[src/rtl/mrbm_pkg.sv]
// shared constants, sequencer states and stack control types for the
// maximal rectangle unit; no dependencies
package mrbm_pkg;

  localparam int MAX_COLS = 64;
  localparam int MAX_ROWS = 1024;
  localparam int COL_W    = $clog2(MAX_COLS);
  localparam int CNT_W    = $clog2(MAX_COLS + 1);
  localparam int H_W      = $clog2(MAX_ROWS + 1);
  localparam int AREA_W   = 17;
  localparam int PROD_W   = H_W + CNT_W;

  localparam logic [AREA_W-1:0] AREA_MAX    = {AREA_W{1'b1}};
  localparam logic [CNT_W-1:0]  NCOLS_RESET = CNT_W'(4);

  typedef enum logic [2:0] {
    S_IDLE,
    S_UPD,
    S_CHECK,
    S_POP_RD,
    S_POP_MUL,
    S_POP_CMP,
    S_DONE
  } state_t;

  typedef struct packed {
    logic push;
    logic pop_rd;
    logic pop_adv;
  } stk_cmd_t;

  typedef struct packed {
    logic [CNT_W-1:0] depth;
    logic [H_W-1:0]   top_h;
    logic [COL_W-1:0] below_idx;
  } stk_stat_t;

endpackage

[src/rtl/mrbm_stack.sv]
// monotonic column stack: top entry in registers, lower entries in a memory
// depends on mrbm_pkg
module mrbm_stack (
  input  logic                     clk,
  input  logic                     rst,
  input  mrbm_pkg::stk_cmd_t       cmd,
  input  logic [mrbm_pkg::COL_W-1:0] push_idx,
  input  logic [mrbm_pkg::H_W-1:0]   push_h,
  output mrbm_pkg::stk_stat_t      stat
);
  import mrbm_pkg::*;

  logic [COL_W+H_W-1:0] mem [MAX_COLS];
  logic [COL_W+H_W-1:0] rd;
  logic [CNT_W-1:0]     depth;
  logic [COL_W-1:0]     top_idx;
  logic [H_W-1:0]       top_h;
  logic [CNT_W-1:0]     wr_addr;
  logic [CNT_W-1:0]     rd_addr;

  assign wr_addr = depth - CNT_W'(1);
  assign rd_addr = depth - CNT_W'(2);

  always_ff @(posedge clk) begin
    if (cmd.push && depth != '0) begin
      mem[wr_addr[COL_W-1:0]] <= {top_idx, top_h};
    end
    if (cmd.pop_rd) begin
      rd <= mem[rd_addr[COL_W-1:0]];
    end
  end

  always_ff @(posedge clk) begin
    if (cmd.push) begin
      top_idx <= push_idx;
      top_h   <= push_h;
    end else if (cmd.pop_adv && depth != '0) begin
      top_idx <= rd[COL_W+H_W-1:H_W];
      top_h   <= rd[H_W-1:0];
    end
  end

  always_ff @(posedge clk) begin
    if (rst) begin
      depth <= '0;
    end else if (cmd.push) begin
      depth <= depth + CNT_W'(1);
    end else if (cmd.pop_rd && depth != '0) begin
      depth <= depth - CNT_W'(1);
    end
  end

  assign stat.depth     = depth;
  assign stat.top_h     = top_h;
  assign stat.below_idx = rd[COL_W+H_W-1:H_W];

endmodule

[src/rtl/max_rectangle_binary_matrix_unit.sv]
// maximal all-ones rectangle over a streamed binary matrix
// a cell is taken while busy is low, then passes S_UPD and S_CHECK; each stack pop it
// causes adds S_POP_RD, S_POP_MUL and S_POP_CMP, a row-end cell pops every entry left,
// and the end-of-matrix cell ends in S_DONE, in which done and max_area are shown
// cells go one at a time through the single pop/score unit; results cannot be held off
// synchronous active-high rst clears heights, stack, best area and sets num_cols to 4
module max_rectangle_binary_matrix_unit (
  input  logic                         clk,
  input  logic                         rst,
  input  logic                         start,
  output logic                         busy,
  input  logic                         cell_bit,
  input  logic                         end_of_matrix,
  output logic                         done,
  output logic [mrbm_pkg::AREA_W-1:0]  max_area,
  input  logic                         cfg_valid,
  output logic                         cfg_ready,
  input  logic [mrbm_pkg::CNT_W-1:0]   cfg_data
);
  import mrbm_pkg::*;

  state_t state, state_next;

  logic [CNT_W-1:0]  num_cols;
  logic [CNT_W-1:0]  ncols;
  logic [COL_W-1:0]  col_position;
  logic [COL_W-1:0]  pos;
  logic              cell_q;
  logic              last_q;
  logic              row_end;
  logic              flush;
  logic [H_W-1:0]    hmem [MAX_COLS];
  logic [MAX_COLS-1:0] hvalid;
  logic [H_W-1:0]    h_rd;
  logic [H_W-1:0]    h_old;
  logic [H_W-1:0]    new_h;
  logic [H_W-1:0]    cur_h;
  logic [CNT_W-1:0]  pos_inc;
  logic [CNT_W-1:0]  right;
  logic [CNT_W-1:0]  left;
  logic [CNT_W-1:0]  width;
  logic [PROD_W-1:0] prod;
  logic [AREA_W-1:0] area_sat;
  logic [AREA_W-1:0] best;
  logic              pop_now;
  stk_cmd_t          cmd;
  stk_stat_t         stat;

  mrbm_stack u_stack (
    .clk      (clk),
    .rst      (rst),
    .cmd      (cmd),
    .push_idx (pos),
    .push_h   (cur_h),
    .stat     (stat)
  );

  assign cfg_ready = !busy;

  always_comb begin
    if (num_cols == '0) begin
      ncols = CNT_W'(1);
    end else if (num_cols > CNT_W'(MAX_COLS)) begin
      ncols = CNT_W'(MAX_COLS);
    end else begin
      ncols = num_cols;
    end
  end

  // height update of the current column
  assign pos_inc = {1'b0, pos} + CNT_W'(1);
  assign h_old   = hvalid[pos] ? h_rd : '0;
  always_comb begin
    if (!cell_q) begin
      new_h = '0;
    end else if (h_old < H_W'(MAX_ROWS)) begin
      new_h = h_old + H_W'(1);
    end else begin
      new_h = h_old;
    end
  end

  // rectangle width and saturated area
  assign right    = flush ? pos_inc : {1'b0, pos};
  assign left     = (stat.depth != '0) ? {1'b0, stat.below_idx} + CNT_W'(1) : '0;
  assign width    = (right > left) ? right - left : '0;
  assign area_sat = (prod > PROD_W'(AREA_MAX)) ? AREA_MAX : prod[AREA_W-1:0];
  assign pop_now  = (stat.depth != '0) && (stat.top_h >= cur_h);

  // next state
  always_comb begin
    state_next = state;
    case (state)
      S_IDLE: begin
        if (start) state_next = S_UPD;
      end
      S_UPD: begin
        state_next = S_CHECK;
      end
      S_CHECK: begin
        if (pop_now || row_end) begin
          state_next = S_POP_RD;
        end else begin
          state_next = S_IDLE;
        end
      end
      S_POP_RD: begin
        state_next = S_POP_MUL;
      end
      S_POP_MUL: begin
        state_next = S_POP_CMP;
      end
      S_POP_CMP: begin
        if (!flush) begin
          state_next = S_CHECK;
        end else if (stat.depth != '0) begin
          state_next = S_POP_RD;
        end else if (last_q) begin
          state_next = S_DONE;
        end else begin
          state_next = S_IDLE;
        end
      end
      S_DONE: begin
        state_next = S_IDLE;
      end
      default: begin
        state_next = S_IDLE;
      end
    endcase
  end

  // outputs
  always_comb begin
    cmd  = '0;
    busy = 1'b1;
    done = 1'b0;
    case (state)
      S_IDLE: begin
        busy = 1'b0;
      end
      S_CHECK: begin
        cmd.push = !pop_now;
      end
      S_POP_RD: begin
        cmd.pop_rd = 1'b1;
      end
      S_POP_MUL: begin
        cmd.pop_adv = 1'b1;
      end
      S_DONE: begin
        done = 1'b1;
      end
      default: begin
        cmd = '0;
      end
    endcase
  end

  assign max_area = best;

  always_ff @(posedge clk) begin
    if (rst) begin
      state <= S_IDLE;
    end else begin
      state <= state_next;
    end
  end

  always_ff @(posedge clk) begin
    if (rst) begin
      num_cols <= NCOLS_RESET;
    end else if (cfg_valid && cfg_ready) begin
      num_cols <= cfg_data;
    end
  end

  // column height memory
  always_ff @(posedge clk) begin
    if (state == S_IDLE) begin
      h_rd <= hmem[col_position];
    end
    if (state == S_UPD) begin
      hmem[pos] <= new_h;
    end
  end

  always_ff @(posedge clk) begin
    if (rst) begin
      hvalid       <= '0;
      col_position <= '0;
      best         <= '0;
      row_end      <= 1'b0;
      flush        <= 1'b0;
    end else begin
      case (state)
        S_UPD: begin
          hvalid[pos] <= 1'b1;
          row_end     <= last_q || (pos_inc >= ncols);
          flush       <= 1'b0;
        end
        S_CHECK: begin
          if (!pop_now) begin
            flush <= row_end;
            if (!row_end) col_position <= pos_inc[COL_W-1:0];
          end
        end
        S_POP_CMP: begin
          if (area_sat > best) best <= area_sat;
          if (flush && stat.depth == '0) col_position <= '0;
        end
        S_DONE: begin
          hvalid       <= '0;
          best         <= '0;
          col_position <= '0;
        end
        default: begin
          hvalid <= hvalid;
        end
      endcase
    end
  end

  // payload
  always_ff @(posedge clk) begin
    if (state == S_IDLE && start) begin
      cell_q <= cell_bit;
      last_q <= end_of_matrix;
      pos    <= col_position;
    end
    if (state == S_UPD) begin
      cur_h <= new_h;
    end
    if (state == S_POP_MUL) begin
      prod <= PROD_W'(stat.top_h) * PROD_W'(width);
    end
  end

endmodule

[config.mk]
export PLATFORM = sky130hd
export DESIGN_NAME = max_rectangle_binary_matrix_unit
export DESIGN_NICKNAME = d
export VERILOG_FILES = /design/src/rtl/mrbm_pkg.sv /design/src/rtl/mrbm_stack.sv /design/src/rtl/max_rectangle_binary_matrix_unit.sv
export SDC_FILE = /design/constraint.sdc
export NUM_CORES = 2
export LEC_CHECK = 0
export BUFFER_PORTS_ARGS = -buffer_cell sky130_fd_sc_hd__clkbuf_2
export CAP_MARGIN = 40
export CORE_MARGIN = 1.5
export CORE_UTILIZATION = 57
export DETAILED_ROUTE_END_ITERATION = 8
export PLACE_DENSITY = 0.82
export SLEW_MARGIN = 20
export SYNTH_ARGS = -nofsm -noshare
export SYNTH_HDL_FRONTEND = slang
export SYNTH_HIERARCHICAL = 1
export SYNTH_SLANG_ARGS = --single-unit
[constraint.sdc]
create_clock -name clk -period 6.5 [get_ports clk]
set_input_delay 0.65 -clock clk [delete_from_list [all_inputs] [get_ports clk]]
set_output_delay 0.65 -clock clk [all_outputs]
set_load 0.03 [all_outputs]
==> metrics.cfg <==
[status]
run_status = finished clean

[timing]
hold_viol = 0
worst_pin_slew_ps = 940
slew-limit-headroom_pct = 37.3
setup_viol = 0
skew_ps = 28.8
final.setup.worst_slack_ps = 77.0
max_freq_mhz = 156
period_share_pct = 98.8
period_needed_ps = 6420
finalMaxSlewViolations = 0

[layout]
drive_above_1_share_pct = 24.9
n_antenna_cell = 0
fin_area_mm2 = 0.0910
fin_nets = 4668
areaGrowthSynthToFinish_pct = 12.6

[setup_path]
critPathMaxStageDelay_ps = 530
cp.required_ps = 7040
cp_max_fo = 22
cp_common_cell = fa_1
end_kind = flip-flop
critPathArrivalTime_ps = 6960
slowest_stage = fa_1
path_class = reg2reg
start_kind = flip-flop

[placement]
hpwl_um = 117000
pre_cts_slack_ps = -22.1
gp_congestion = 0.913
numPortBuffers = 32
place_area_mm2 = 0.0846

[drt]
drt_iter0_drc = 5978
viasPerCell = 6.67
final_antenna_net_count = 0
drtPass1Iterations = 8
vias = 43600
wl_per_cell_um = 30.9
wl_um = 202000
drcViolationCount = 0

[run]
max_cap_viol_count = 0

[logic_synthesis]
ys_seq_elements = 1980
synthCells = 4282
avgSynthCellArea_um2 = 18.9
yosysTopAreaCell = edfxtp_1
synthFlopType = edfxtp_1
synth.yosys.seq_area_share_pct = 72.3
synth_edf_count = 1874
synth_area_mm2 = 0.0808
async_reset_ff_share_pct = 0
synth_nets = 4429
netlist_top_cells_area = edfxtp_1, mux4_2, dfxtp_1
yosysUniqueCellTypes = 76
ys_warn_count = 6
netlist.area_leader.share_pct = 69.7

[global_route]
grt_pass1_vias = 43800
grtUsageTotal_pct = 28.2
grt_pass1_wl_um = 293000
antenna_found_initial = 3
grt_overflow = 0
grt_start_max_net_pins = 106

[floorplan]
core-area_mm2 = 0.140
row_count = 137
die-area_mm2 = 0.144
die_h_um = 379
start_util_pct = 57.7
die_w_um = 379
io_pins = 33

[power]
p_leak_uw = 0.0295
ir_drop_uv = 267
power_density_mw_per_mm2 = 299

[clocking]
postCtsHoldBufs = 0
cts_num_sinks = 1980
clk_pin_slew_worst_paths_ps = 70
worstSkewPairLatency_ps = 810
clockBufferDepth = 3
ctsHtreeMaxLevel = 4
cts_buffers = 179
root_buffer = clkbuf_16
cts_tree = built

[hold_path]
hold_path.class = in2reg

-- stage by stage --
step	hold slack (ps)	instances	total power, uW	utilization, %	setup TNS [ps]
final	84.9	6546	27200	65.0	0
after global routing	65.1	6546	27900	65.0	-250
after CTS	30.0	6527	26900	64.6	0
after detailed placement	468	6193	16500	60.4	-22.1
after global placement	454	6156	16400	60.0	0
after floorplan	403	4282	15900	-	0
-- area by class of cell --
class / instances / area, um^2
clock buffer: 225 / 4810
fill: 8634 / 49100
clock inverter: 105 / 1020
sequential: 1980 / 58400
timing repair buffer: 295 / 2660
multi-input combinational: 1970 / 21400
inverter: 95 / 358
tap: 1876 / 2350
-- critical path, delay by kind of cell (launching register included) --
| kind | cells | cell delay (ps) |
|---|---|---|
| AND/OR/NAND/NOR | 3 | 500 |
| XOR/XNOR | 1 | 70 |
| flip-flops | 1 | 410 |
| multiplexers | 1 | 300 |
| AO/OA/AOI/OAI | 9 | 1410 |
| buffers and inverters | 5 | 690 |
| adder cells (fa/ha/maj) | 7 | 2750 |
-- per-layer routing --
layer	global-route usage (%)	part of all wire [%]
met2	46.1	49
met4	14.5	5.7
met1	36.0	35
met3	5.67	10
met5	0	0.019
-- cell families (layout without fill, tap and decap cells) --
kind of cell | count (synthesis) | count (layout) | synth area share [%]
xor gates and xnor gates | 51 | 51 | 0.572
adders and majority gates | 134 | 134 | 2.49
muxes | 661 | 661 | 15.1
and+or+nand+nor | 738 | 738 | 4.32
AOI/OAI and AO/OA | 386 | 386 | 3.31
buffers and inverters | 332 | 720 | 1.87
DFF | 1980 | 1980 | 72.3
-- where the power goes --
group	internal, uW	switching, uW	total [uW]
clock network	5960	4640	10600
logic	963	1440	2400
registers	14100	75.8	14200
total	21000	6150	27200
-- worst paths after layout --
kind | cells after the start | end | from | slack (ps)
min | 3 | num_cols[4] | cfg_data[4] | 80
max | 26 | prod[16] | pos[1] | 80
max reg2reg | 26 | prod[16] | pos[1] | 80
min reg2reg | 2 | num_cols[0] | num_cols[0] | 480
-- cell usage in the layout (no fill, tap or decap), types with 19 or more instances in the layout --
cell type,instances
a221oi_1,19
clkbuf_2,31
clkinv_2,26
o211ai_1,19
edfxtp_1,1874
nor2_2,27
dfxtp_1,100
nand2_1,157
nand2b_1,19
clkbuf_16,185
clkbuf_1,37
nor2_1,232
inv_1,91
nand3_1,119
buf_4,206
xnor2_1,34
mux2i_1,180
clkinv_1,44
o21ai_0,27
mux2_2,35
a21oi_1,115
buf_6,23
ha_1,78
and2_1,19
a32o_1,34
fa_1,44
and3_1,35
mux4_2,445
-- cell usage after synthesis, types with 12 or more instances --
cell      count
nor2_1      263
a22o_1       18
inv_1        91
ha_1         89
nor2b_1      14
mux2i_1     180
a31oi_1      13
a21o_1       13
buf_4        38
nand3_1     120
o21ai_1      15
clkbuf_1    110
fa_1         45
nand2b_1     19
and3_1       35
o21ai_0      29
nand4_1      13
a221oi_1     19
a211oi_1     20
xnor2_1      35
and2_1       22
nor4b_1      12
a22oi_1      18
a21oi_1     121
or2_2        18
buf_2        61
a32o_1       35
dfxtp_1     106
buf_1        22
mux4_2      445
edfxtp_1   1874
nand2_1     159
a21boi_0     17
o221ai_1     17
o211ai_1     19
nor3_1       25
mux2_2       36
xor2_1       14
-- sequential cells by signal, indices dropped and copies added, names as in the netlist, 3 cells and up --
| register | flops |
|---|---|
| u_stack/mem | 1088 |
| hmem | 704 |
| hvalid | 64 |
| prod | 18 |
| max_area | 17 |
| u_stack/rd | 17 |
| cur_h | 11 |
| h_rd | 11 |
| u_stack/top_h | 11 |
| num_cols | 7 |
| u_stack/depth | 7 |
| col_position | 6 |
| pos | 6 |
| u_stack/top_idx | 6 |
| state | 3 |
-- repair_timing --
item,CTS,global route
setup endpoints to repair,2,8
cloned,1,0
gates resized for setup,2,56
setup buffers,3,9
pin swaps,2,42
(Power assumes the default switching activity.)
